==> src/hdl/snes_pad_reader_hid_report_defines.svh <==
// ----------------------------------------------------------------------------
// snes_pad_reader_hid_report_defines.svh
// Assertion macros shared by the pad reader RTL.
// ----------------------------------------------------------------------------
`ifndef SNES_PAD_READER_HID_REPORT_DEFINES_SVH
`define SNES_PAD_READER_HID_REPORT_DEFINES_SVH

// Same-cycle implication, disabled while reset is low.
`define SPR_ASSERT_NOW(label, clk, rst_n, ante, cons, msg) \
  label: assert property (@(posedge clk) disable iff (!rst_n) (ante) |-> (cons)) \
    else $error(msg);

// Next-cycle implication, disabled while reset is low.
`define SPR_ASSERT_NEXT(label, clk, rst_n, ante, cons, msg) \
  label: assert property (@(posedge clk) disable iff (!rst_n) (ante) |=> (cons)) \
    else $error(msg);

`endif

==> src/hdl/spr_pkg.sv <==
// ----------------------------------------------------------------------------
// spr_pkg
// Types and constants of the pad reader.
// ----------------------------------------------------------------------------
package spr_pkg;

  localparam int unsigned FRAME_BITS = 16;

  typedef enum logic [2:0] {
    PH_LATCH = 3'd0,
    PH_HIGH  = 3'd1,
    PH_LOW   = 3'd2,
    PH_CHECK = 3'd3,
    PH_GAP   = 3'd4
  } phase_t;

  // configuration register indexes
  localparam logic [7:0] REG_LATCH_TICKS  = 8'd0;
  localparam logic [7:0] REG_HALF_PERIOD  = 8'd1;
  localparam logic [7:0] REG_POLL_GAP     = 8'd2;
  localparam logic [7:0] REG_BUTTON_ORDER = 8'd3;

  localparam logic [15:0] LATCH_TICKS_RST  = 16'd12;
  localparam logic [15:0] HALF_PERIOD_RST  = 16'd6;
  localparam logic [15:0] POLL_GAP_RST     = 16'd100;
  localparam logic [31:0] BUTTON_ORDER_RST = 32'h4387_2156;

  // direction bits in the upper frame byte
  localparam logic [7:0] DIR_RIGHT   = 8'h01;
  localparam logic [7:0] DIR_LEFT    = 8'h02;
  localparam logic [7:0] DIR_DOWN    = 8'h04;
  localparam logic [7:0] DIR_UP      = 8'h08;
  localparam logic [7:0] BUTTON_MASK = 8'hF0;

  localparam logic [7:0] AXIS_MIN    = 8'd0;
  localparam logic [7:0] AXIS_CENTER = 8'd128;
  localparam logic [7:0] AXIS_MAX    = 8'd255;

  typedef struct packed {
    logic [7:0] x;
    logic [7:0] y;
    logic [7:0] buttons;
  } report_t;

  localparam report_t REPORT_RST = '{x: AXIS_CENTER, y: AXIS_CENTER, buttons: 8'd0};

endpackage

==> src/hdl/spr_report.sv <==
// ----------------------------------------------------------------------------
// spr_report
// Builds axis bytes and the reordered button byte from one pad frame.
// ----------------------------------------------------------------------------
module spr_report (
  input  logic [spr_pkg::FRAME_BITS-1:0] frame,
  input  logic [31:0]                    button_order,
  output spr_pkg::report_t               report
);

  logic [7:0] hi;
  logic [7:0] lo;
  logic [7:0] src;
  logic [7:0] btn;

  assign hi  = frame[15:8];
  assign lo  = frame[7:0];
  assign src = (hi & spr_pkg::BUTTON_MASK) | {4'd0, lo[7:4]};

  // pick source button n (1..8) for each report bit; other codes give zero
  always_comb begin
    logic [3:0] n;
    logic [2:0] pos;
    n   = '0;
    pos = '0;
    for (int i = 0; i < 8; i++) begin
      n   = button_order[4*i +: 4];
      pos = 3'(4'd8 - n);
      btn[i] = (n >= 4'd1 && n <= 4'd8) ? src[pos] : 1'b0;
    end
  end

  always_comb begin
    report.x = spr_pkg::AXIS_CENTER;
    report.y = spr_pkg::AXIS_CENTER;
    // left overrides right, up overrides down
    if ((hi & spr_pkg::DIR_RIGHT) != 8'd0) report.x = spr_pkg::AXIS_MAX;
    if ((hi & spr_pkg::DIR_LEFT) != 8'd0)  report.x = spr_pkg::AXIS_MIN;
    if ((hi & spr_pkg::DIR_DOWN) != 8'd0)  report.y = spr_pkg::AXIS_MAX;
    if ((hi & spr_pkg::DIR_UP) != 8'd0)    report.y = spr_pkg::AXIS_MIN;
    report.buttons = btn;
  end

endmodule

==> src/hdl/snes_pad_reader_hid_report.sv <==
// ----------------------------------------------------------------------------
// snes_pad_reader_hid_report
// Serial pad reader: drives latch and clock, shifts in a 16-bit frame and
// emits a report when the frame changed and the host is ready.
// ----------------------------------------------------------------------------
//
//  channel | ports                                  | direction
//  --------+----------------------------------------+-------------------
//  in      | in_valid/in_ready, in_data_pin,        | one tick request
//          | in_host_ready                          |
//  out     | out_valid/out_ready, out_latch_out,    | one result per tick
//          | out_clock_out, out_report_valid,       |
//          | out_pad_x, out_pad_y, out_button_bits  |
//  cfg     | cfg_valid/cfg_ready, cfg_index,        | register write
//          | cfg_data                               |
//
// Each accepted request is one tick. The whole tick step (phase machine,
// shift, compare, report build) is combinational from the state registers
// into the output register, so one request per cycle is taken while
// out_ready is high or the output slot is empty.
// in_ready drops only while a result is held and out_ready is low.
// Synchronous active-low reset returns to the latch phase with config at its
// defaults and the report at x=128, y=128, buttons=0. cfg_ready is always high.
//
module snes_pad_reader_hid_report (
  input  logic        clk,
  input  logic        rst_n,

  input  logic        in_valid,
  output logic        in_ready,
  input  logic        in_data_pin,
  input  logic        in_host_ready,

  output logic        out_valid,
  input  logic        out_ready,
  output logic        out_latch_out,
  output logic        out_clock_out,
  output logic        out_report_valid,
  output logic [7:0]  out_pad_x,
  output logic [7:0]  out_pad_y,
  output logic [7:0]  out_button_bits,

  input  logic        cfg_valid,
  output logic        cfg_ready,
  input  logic [7:0]  cfg_index,
  input  logic [31:0] cfg_data
);

`include "snes_pad_reader_hid_report_defines.svh"

  localparam int unsigned FB = spr_pkg::FRAME_BITS;

  // configuration
  logic [15:0] latch_ticks_r;
  logic [15:0] half_period_r;
  logic [15:0] poll_gap_r;
  logic [31:0] button_order_r;

  // tick state
  spr_pkg::phase_t   phase_r, phase_nxt;
  logic [15:0]       tick_r, tick_nxt;
  logic [4:0]        bit_r, bit_nxt;
  logic [FB-1:0]     shift_r, shift_nxt;
  logic [FB-1:0]     reported_r, reported_nxt;
  spr_pkg::report_t  rep_r, rep_nxt;

  // output register
  logic              out_valid_r;
  logic              latch_r, latch_nxt;
  logic              clock_r, clock_nxt;
  logic              rvalid_r, rvalid_nxt;
  spr_pkg::report_t  out_rep_r;

  logic              in_acc;
  logic [16:0]       tick_inc;
  logic [15:0]       half_min;
  logic [15:0]       latch_min;
  logic              frame_new;
  spr_pkg::report_t  frame_rep;

  assign cfg_ready = 1'b1;
  // take a request whenever the output slot is free or drains this cycle
  assign in_ready  = !out_valid_r || out_ready;
  assign in_acc    = in_valid && in_ready;

  // zero latch or half period counts as one tick
  assign half_min  = (half_period_r == 16'd0) ? 16'd1 : half_period_r;
  assign latch_min = (latch_ticks_r == 16'd0) ? 16'd1 : latch_ticks_r;
  assign tick_inc  = {1'b0, tick_r} + 17'd1;
  assign frame_new = shift_r != reported_r;

  spr_report u_report (
    .frame        (shift_r),
    .button_order (button_order_r),
    .report       (frame_rep)
  );

  // configuration writes
  always_ff @(posedge clk) begin
    if (!rst_n) begin
      latch_ticks_r  <= spr_pkg::LATCH_TICKS_RST;
      half_period_r  <= spr_pkg::HALF_PERIOD_RST;
      poll_gap_r     <= spr_pkg::POLL_GAP_RST;
      button_order_r <= spr_pkg::BUTTON_ORDER_RST;
    end else if (cfg_valid) begin
      case (cfg_index)
        spr_pkg::REG_LATCH_TICKS:  latch_ticks_r  <= cfg_data[15:0];
        spr_pkg::REG_HALF_PERIOD:  half_period_r  <= cfg_data[15:0];
        spr_pkg::REG_POLL_GAP:     poll_gap_r     <= cfg_data[15:0];
        spr_pkg::REG_BUTTON_ORDER: button_order_r <= cfg_data;
        default: ; // drop writes outside the register list
      endcase
    end
  end

  // one tick of the phase machine
  always_comb begin
    phase_nxt    = phase_r;
    tick_nxt     = tick_inc[15:0];
    bit_nxt      = bit_r;
    shift_nxt    = shift_r;
    reported_nxt = reported_r;
    rep_nxt      = rep_r;
    latch_nxt    = 1'b0;
    clock_nxt    = 1'b1;
    rvalid_nxt   = 1'b0;
    case (phase_r)
      spr_pkg::PH_HIGH: begin
        if (tick_inc >= {1'b0, half_min}) begin
          tick_nxt  = '0;
          phase_nxt = spr_pkg::PH_LOW;
        end
      end
      spr_pkg::PH_LOW: begin
        clock_nxt = 1'b0;
        // sample on the falling clock, inverted so pressed reads as one
        if (tick_r == 16'd0) shift_nxt = {shift_r[FB-2:0], ~in_data_pin};
        if (tick_inc >= {1'b0, half_min}) begin
          tick_nxt  = '0;
          bit_nxt   = bit_r + 5'd1;
          phase_nxt = (bit_nxt >= 5'(FB)) ? spr_pkg::PH_CHECK : spr_pkg::PH_HIGH;
        end
      end
      spr_pkg::PH_CHECK: begin
        if (in_host_ready && frame_new) begin
          reported_nxt = shift_r;
          rep_nxt      = frame_rep;
          rvalid_nxt   = 1'b1;
        end
        tick_nxt  = '0;
        phase_nxt = (poll_gap_r == 16'd0) ? spr_pkg::PH_LATCH : spr_pkg::PH_GAP;
      end
      spr_pkg::PH_GAP: begin
        if (tick_inc >= {1'b0, poll_gap_r}) begin
          tick_nxt  = '0;
          phase_nxt = spr_pkg::PH_LATCH;
        end
      end
      default: begin
        // latch phase, and any stray code
        latch_nxt = 1'b1;
        if (tick_inc >= {1'b0, latch_min}) begin
          tick_nxt  = '0;
          bit_nxt   = '0;
          phase_nxt = spr_pkg::PH_HIGH;
        end else begin
          phase_nxt = spr_pkg::PH_LATCH;
        end
      end
    endcase
  end

  // advance state on each accepted request
  always_ff @(posedge clk) begin
    if (!rst_n) begin
      phase_r    <= spr_pkg::PH_LATCH;
      tick_r     <= '0;
      bit_r      <= '0;
      shift_r    <= '0;
      reported_r <= '0;
      rep_r      <= spr_pkg::REPORT_RST;
    end else if (in_acc) begin
      phase_r    <= phase_nxt;
      tick_r     <= tick_nxt;
      bit_r      <= bit_nxt;
      shift_r    <= shift_nxt;
      reported_r <= reported_nxt;
      rep_r      <= rep_nxt;
    end
  end

  // output slot: load on accept, hold while stalled
  always_ff @(posedge clk) begin
    if (!rst_n) begin
      out_valid_r <= 1'b0;
    end else if (in_acc) begin
      out_valid_r <= 1'b1;
    end else if (out_ready) begin
      out_valid_r <= 1'b0;
    end
  end

  always_ff @(posedge clk) begin
    if (in_acc) begin
      latch_r   <= latch_nxt;
      clock_r   <= clock_nxt;
      rvalid_r  <= rvalid_nxt;
      out_rep_r <= rep_nxt;
    end
  end

  assign out_valid        = out_valid_r;
  assign out_latch_out    = latch_r;
  assign out_clock_out    = clock_r;
  assign out_report_valid = rvalid_r;
  assign out_pad_x        = out_rep_r.x;
  assign out_pad_y        = out_rep_r.y;
  assign out_button_bits  = out_rep_r.buttons;

  // a report can only come from the check tick
  `SPR_ASSERT_NEXT(a_report_from_check, clk, rst_n, in_acc && phase_r != spr_pkg::PH_CHECK, !rvalid_r, "report outside check tick")

  // latch high never coincides with clock low
  `SPR_ASSERT_NOW(a_latch_clock, clk, rst_n, out_valid_r, !(latch_r && !clock_r), "latch high while clock low")

  // bit counter never runs past the frame length
  `SPR_ASSERT_NOW(a_bit_range, clk, rst_n, 1'b1, bit_r <= 5'(FB), "bit counter past frame length")

  // a report records the frame it was built from
  `SPR_ASSERT_NEXT(a_reported_frame, clk, rst_n, in_acc && phase_r == spr_pkg::PH_CHECK && in_host_ready && frame_new, reported_r == $past(shift_r) && rvalid_r, "reported frame not updated")

endmodule

==> config.mk <==
export PLATFORM = sky130hd
export DESIGN_NAME = snes_pad_reader_hid_report
export DESIGN_NICKNAME = d
export VERILOG_FILES = /design/src/hdl/spr_pkg.sv /design/src/hdl/spr_report.sv /design/src/hdl/snes_pad_reader_hid_report.sv
export VERILOG_INCLUDE_DIRS = /design/src /design/src/hdl
export SDC_FILE = /design/constraint.sdc
export NUM_CORES = 1
export LEC_CHECK = 0
export ABC_AREA = 1
export BUFFER_PORTS_ARGS = -buffer_cell sky130_fd_sc_hd__buf_4
export CAP_MARGIN = 5
export CORE_MARGIN = 8
export CORE_UTILIZATION = 50
export CTS_CLUSTER_SIZE = 8
export DETAILED_ROUTE_END_ITERATION = 7
export GPL_TIMING_DRIVEN = 0
export HOLD_SLACK_MARGIN = 0.05
export PLACE_DENSITY = 0.68
export SLEW_MARGIN = 20
export SYNTH_ARGS = -nofsm -noshare
export SYNTH_HDL_FRONTEND = slang
export SYNTH_SLANG_ARGS = --single-unit
==> constraint.sdc <==
create_clock -name clk -period 7.29 [get_ports clk]
set_clock_uncertainty 0.1 [all_clocks]
set_input_delay 0.3645 -clock clk [delete_from_list [all_inputs] [get_ports clk]]
set_output_delay 0.3645 -clock clk [all_outputs]
set_load 0.02 [all_outputs]
==> results of run 1 <==
-- critical path, delay by kind of cell, from the launching register on --
kind / cells / cell delay [ns]
buf+inv: 3 / 0.33
simple gates: 15 / 1.71
fa+ha+maj: 1 / 0.33
flops: 1 / 0.53
compound gates: 2 / 0.54
-- flip-flops by register name (all words and copies together) (netlist names), 5 cells and up --
register,cells
tick_r,16
out_button_bits,8
half_period_r,16
out_pad_y,8
shift_r,16
rep_r,24
reported_r,16
button_order_r,32
poll_gap_r,16
out_pad_x,8
latch_ticks_r,16
bit_r,5
-- cells in the mapped netlist, types with 11 or more instances --
| cell | number | share of area (%) |
|---|---|---|
| a211oi_1 | 23 | 1.7 |
| a21oi_1 | 136 | 6.7 |
| a21oi_2 | 11 | 0.95 |
| clkbuf_1 | 34 | 1.3 |
| dfxtp_1 | 161 | 32 |
| edfxtp_1 | 27 | 8.0 |
| ha_1 | 67 | 8.3 |
| inv_1 | 211 | 7.8 |
| nand2_1 | 264 | 9.8 |
| nand3_1 | 27 | 1.3 |
| nand4_1 | 15 | 0.93 |
| nor2_1 | 127 | 4.7 |
| nor2_2 | 14 | 0.86 |
| nor3_1 | 11 | 0.54 |
| nor4_1 | 12 | 0.74 |
| o211ai_1 | 19 | 1.4 |
| o21ai_0 | 144 | 7.1 |
| xor2_1 | 11 | 0.95 |
-- routing by layer --
metal / global-route usage [%] / up-vias / wire (microns)
li1: - / 4728 / -
met1: 27.13 / 4185 / 11770
met2: 37.69 / 232 / 12830
met3: 3.746 / 56 / 1340
met4: 8.666 / 0 / 757
met5: 0 / - / 0
-- worst max-delay path by stage --
| stage | cells after the start | slack (ns) | endpoint | from |
|---|---|---|---|---|
| 2_1_floorplan | 23 | 4.38 | tick_r[10] | tick_r[0] |
| 3_3_place_gp | 21 | 3.76 | tick_r[6] | tick_r[0] |
| 3_5_place_dp | 21 | 3.74 | tick_r[15] | tick_r[0] |
| 4_1_cts | 21 | 3.69 | tick_r[10] | tick_r[0] |
| 5_1_grt | 21 | 3.28 | tick_r[10] | tick_r[0] |
| 6_report | 21 | 3.65 | tick_r[8] | tick_r[0] |
-- power by group --
| part | internal (uW) | switching, uW |
|---|---|---|
| registers | 1070 | 14.7 |
| clock network | 469 | 485 |
| logic | 76.1 | 138 |
| total | 1610 | 637 |
-- area by class of cell --
class | count | area (sq um) | share of cell area (%)
clock buffers | 17 | 425.4 | 3.634
inverters | 217 | 814.5 | 6.959
plain buffers | 52 | 235.2 | 2.010
well taps | 270 | 337.8 | 2.886
flip-flops and latches | 188 | 4034 | 34.46
repair buffers | 80 | 613.1 | 5.238
clock inverters | 15 | 188.9 | 1.614
diodes | 1 | 2.502 | 0.02138
multi-input cells | 928 | 5054 | 43.17
-- cell families (layout without fill, tap and decap cells) --
logic type | after synthesis | in the layout | share of synthesized area, %
other | 1 | 2 | 0.03699
and+or+nand+nor | 495 | 495 | 21.02
DFF | 188 | 188 | 39.79
xor gates and xnor gates | 19 | 19 | 1.642
buffers and inverters | 269 | 381 | 10.36
adders and majority gates | 67 | 67 | 8.270
AOI/OAI and AO/OA | 346 | 346 | 18.88
-- timing repair --
action	4_1_cts	5_1_grt
resized for setup	0	0
buffers inserted	0	0
hold endpoints to repair	5	0
hold buffers	5	0
endpoints found under the setup margin	0	0
-- through the flow --
stage	power (uW)	area, sq um	hold WS (ns)	std cells
after CTS	2263	11700	0.06233	1767
final	2251	11710	0.06352	1768
after floorplan	1233	10140	0.3237	1385
after global placement	1316	11040	0.3353	1730
after global routing	2329	11710	0.05308	1768
after detailed placement	1318	11040	0.3389	1730
==> reports/results.tsv, run 1 <==
metric	value	unit
outcome	completed	
syn_area_per_cell	7.319	sq um
end of the worst register-to-register path	tick_r[8]	
Final period util	49.88	%
Core ar.	0.02004	sq mm
Clock transition at path regs	0.08	ns
clock sink count	188	
aggregate global-route resource usage	22.03	%
Skew-Pair Late Insertion Delay	0.45	ns
Synth Cell Area	0.01014	sq mm
top-level port count	77	
Post-Synthesis Cells	1385	
most common cell after layout, fill and taps aside	nand2_1	
Initial Util	50.59	%
r2r startpoint	tick_r[0]	
Final TNS setup	0	ns
global route overflow	0	
# setup viols final	0	
1st-iter DRT viols	468	
post-synthesis sequential area ratio	39.79	%
P_leak	0.005312	uW
RSZ-0062 raised after global routing	false	
setup ws final	3.654	ns
min cycle time layout	3.636	ns
Worst Hold End	button_order_r[24]	
fraction of layout instances using a drive strength above 1	11.69	%
crit path launch type	register	
#FFs+latches synth	188	
vias in the first global route	8603	
detailed-route via count	9201	
drc violations	0	
hold path start	cfg_data[24]	
Hold Path Class	primary input to register	
first-pass GRT wire length	43260	microns
Crit Path Max Fanout	10	
Setup crit end kind	register	
Synth-to-Final Area Change	15.47	%
Die ar.	0.02509	sq mm
pwr/cell area	192.3	mW/mm^2
Synth Net Count	1499	
CP Data Required Time	7.56	ns
Place WS	3.744	ns
Slew Limit Fails	0	
Final GP Congestion	0.9673	
initial antenna violation count	1	
transition time of the tightest slew-check pin	0.7569	ns
die height	158.4	microns
Placement Rows	52	
hpwl dp	19940	microns
Slew HR	49.54	%
Routed Wire Length	26700	microns
Die X	158.4	microns
CTS buffer count	17	
drt wl/cell	15.10	microns
CTS H-tree depth	4	
Async SR Flop Fraction	0	%
critical path type	register to register	
WHS Path Cells	3	
Peak VDD IR	0.1575	mV
EDFF count, synth	27	
CP max stage delay	0.53	ns
Worst Path Arrival	3.91	ns
largest net degree at the start of global routing	31	
DRT Pass-1 Iters	5	
clock root buffer master	clkbuf_16	
Register-to-Register Path Depth	21	
CTS Buffer Depth	2	
Filler cells	1915	
IO buf count	75	
warning count from the yosys run	0	
Worst path slowest cell	dfxtp_1	
vias per cell	5.204	
post-layout util	58.41	%
max-cap violations	0	
final hold violations	0	
CTS tree	yes	
flop2flop setup slack	3.65	ns
Routed Antenna Nets	0	
prevailing post-synth register cell	dfxtp_1	
Nets	1598	
library cells used by synthesis	45	
Fmax achieved	275.0	MHz
Critical Path Most Common Cell	nand2_1	
commonest non-fill, non-tap cells in the layout	nand2_1 (264), inv_1 (210), dfxtp_1 (161)	
worst path cell trace	inv_1 > nor3_2 > nand3_1 > nor2_1 > nand2_1 > o21ai_1 > ha_1 > nand2_1 > nor2_1 > nand2_1 > nor2_1 > nor2_1 > nand3_1 > nor2_4 > nand3_2 > nand2_1 > inv_2 > nand2_4 > buf_6 > nand2_1 > a21oi_2	
Power figures use the tool's default switching activity.
==> run 2: changes to the inputs <==
PLACE_DENSITY = 0.71   (was 0.68)
clock period = 3.3 ns   (was 7.29 ns; I/O delays follow)
==> reports/results.tsv, run 2 (synthesis gave the netlist of run 1 again) <==
metric	value	unit	change
outcome	completed		
1st-iter DRT viols	749		+60%
Placement Rows	52		unchanged
GR met1 Demand/Resource	26.86	%	-0.26 points
Final TNS setup	0	ns	unchanged
Crit Path Max Fanout	6		-4
max reg flops	32		unchanged
initial antenna violation count	0		-1
CTS buffer count	17		unchanged
Clock transition at path regs	0.08	ns	about the same
drt wl/cell	15.49	microns	+2.6%
Hold Path Class	primary input to register		
final hold violations	0		unchanged
Synth-to-Final Area Change	23.57	%	
Core ar.	0.02004	sq mm	unchanged
most flop-heavy register	button_order_r		
aggregate global-route resource usage	22.13	%	+0.10 points
top-level port count	77		unchanged
Initial Util	50.59	%	unchanged
pwr/cell area	411.0	mW/mm^2	+110%
IO buf count	75		unchanged
Filler cells	1747		-8.8%
global route overflow	0		unchanged
final non-filler cell total	1816		+2.7%
transition time of the tightest slew-check pin	0.7672	ns	+0.01027 ns
Routed Antenna Nets	0		unchanged
Final period util	98.02	%	+48 points
GRT Max-Usage Layer	met2		
max-cap violations	0		unchanged
area of the multi-input gates	0.005331	sq mm	+5.5%
drc violations	0		unchanged
Worst Hold End	poll_gap_r[15]		
die height	158.4	microns	unchanged
placed insts	1730		unchanged
commonest non-fill, non-tap cells in the layout	nand2_1 (255), inv_1 (201), dfxtp_1 (158)		
r2r startpoint	tick_r[0]		
crit path launch type	register		
most common cell after layout, fill and taps aside	nand2_1		
fraction of layout instances using a drive strength above 1	15.46	%	+3.8 points
RSZ-0062 raised after global routing	true		
DRT Pass-1 Iters	5		unchanged
Final GP Congestion	0.9587		-0.89%
CTS H-tree depth	4		unchanged
met2 Resource Use GR	38.32	%	+0.63 points
Slew HR	48.85	%	-0.68 points
largest net degree at the start of global routing	31		unchanged
Place WS	-0.3640	ns	-4.107 ns
CP Data Required Time	3.57	ns	-3.99 ns
ant diodes	0		-1
hpwl dp	19740	microns	-1.0%
WHS Path Cells	5		+2
P_leak	0.005595	uW	+5.3%
Skew-Pair Late Insertion Delay	0.44	ns	about the same
Worst Hold Margin	0.1888	ns	+0.1253 ns
vias per cell	5.304		+1.9%
clock sink count	188		unchanged
clock root buffer master	clkbuf_16		
post-layout util	62.51	%	+4.1 points
end of the worst register-to-register path	tick_r[13]		
setup ws final	0.06534	ns	-3.589 ns
Die X	158.4	microns	unchanged
critical path type	register to register		
Slew Limit Fails	0		unchanged
min cycle time layout	3.235	ns	-0.4014 ns
Register-to-Register Path Depth	22		+4.8%
Nets	1647		+3.1%
vias in the first global route	8798		+2.3%
register area	0.004045	sq mm	+0.28%
Routed Wire Length	28140	microns	+5.4%
hold path start	cfg_index[0]		
first-pass GRT wire length	43440	microns	+0.41%
flop2flop setup slack	0.07	ns	-3.59 ns
Die ar.	0.02509	sq mm	unchanged
Worst Path Arrival	3.51	ns	-0.40 ns
CTS tree	yes		
Peak VDD IR	0.3658	mV	+130%
Fmax achieved	309.2	MHz	+12%
CTS Buffer Depth	2		unchanged
detailed-route via count	9632		+4.7%
Setup crit end kind	register		
registers with the most flip-flops	button_order_r x32, rep_r x24		
# setup viols final	0		unchanged
met3 Use GR	3.800	%	+0.054 points
-- run 2: report_power, final --
| group | switching [uW] | internal [uW] |
|---|---|---|
| Sequential | 32.9 | 2360 |
| Combinational | 335 | 227 |
| Clock | 1120 | 1070 |
| Total | 1490 | 3660 |
-- run 2: routing by layer --
metal | share of wire (%) | vias to the layer above | routed length, microns
li1 | - | 4817 | -
met4 | 3.1 | 0 | 860
met2 | 49 | 302 | 13690
met1 | 42 | 4455 | 11920
met5 | 0 | - | 0
met3 | 5.9 | 58 | 1664
-- run 2: per-stage QoR --
step	total power, uW	cell area (sq um)
2_1_floorplan	2724	10140
3_3_place_gp	2904	11040
3_5_place_dp	2910	11040
4_1_cts	5109	12080
5_1_grt	5323	12530
6_report	5149	12530
-- run 2: critical path, cell delays in order, from the launching register on --
cell and delay (ns):
dfxtp_4 0.39, ha_4 0.15, nand2_1 0.06, nor2_2 0.15, nand3_2 0.13, nor2_4 0.20
buf_12 0.13, xor2_4 0.26, ha_4 0.26, nand2_4 0.08, nor2_1 0.05, nand2_1 0.09
nor2_1 0.05, nor2_1 0.10, nand3_1 0.12, nor2_4 0.17, nand3_2 0.10, nand2_1 0.09
inv_2 0.04, nand2_4 0.12, clkbuf_16 0.16, nand2_2 0.04, a21oi_2 0.12
-- run 2: layout make-up --
cell class                 count  area share, %
timing repair buffer         129          8.859
tap                          270          2.697
sequential                   188          32.29
clock inverter                15          1.698
inverter                     217          6.522
multi-input combinational    928          42.56
buffer                        52          1.978
clock buffer                  17          3.396
-- run 2: worst max path at each step --
stage / start / cells after the start / to / slack, ns
floorplan: tick_r[0] / 23 / tick_r[10] / 0.39
global placement: tick_r[0] / 21 / tick_r[10] / -0.35
detailed placement: tick_r[0] / 21 / tick_r[12] / -0.36
CTS: tick_r[0] / 20 / tick_r[12] / 0.002
global route: tick_r[8] / 20 / tick_r[9] / -0.13
finish: tick_r[0] / 22 / tick_r[13] / 0.07
-- run 2: timing repair --
| action | 4_1_cts | 5_1_grt |
|---|---|---|
| endpoints found under the setup margin | 24 | 24 |
| pin swaps | 0 | 30 |
| gates resized for setup | 11 | 57 |
| hold buffers | 36 | 0 |
| endpoints found under the hold margin | 82 | 0 |
| setup buffers | 0 | 16 |
| cloned | 0 | 2 |
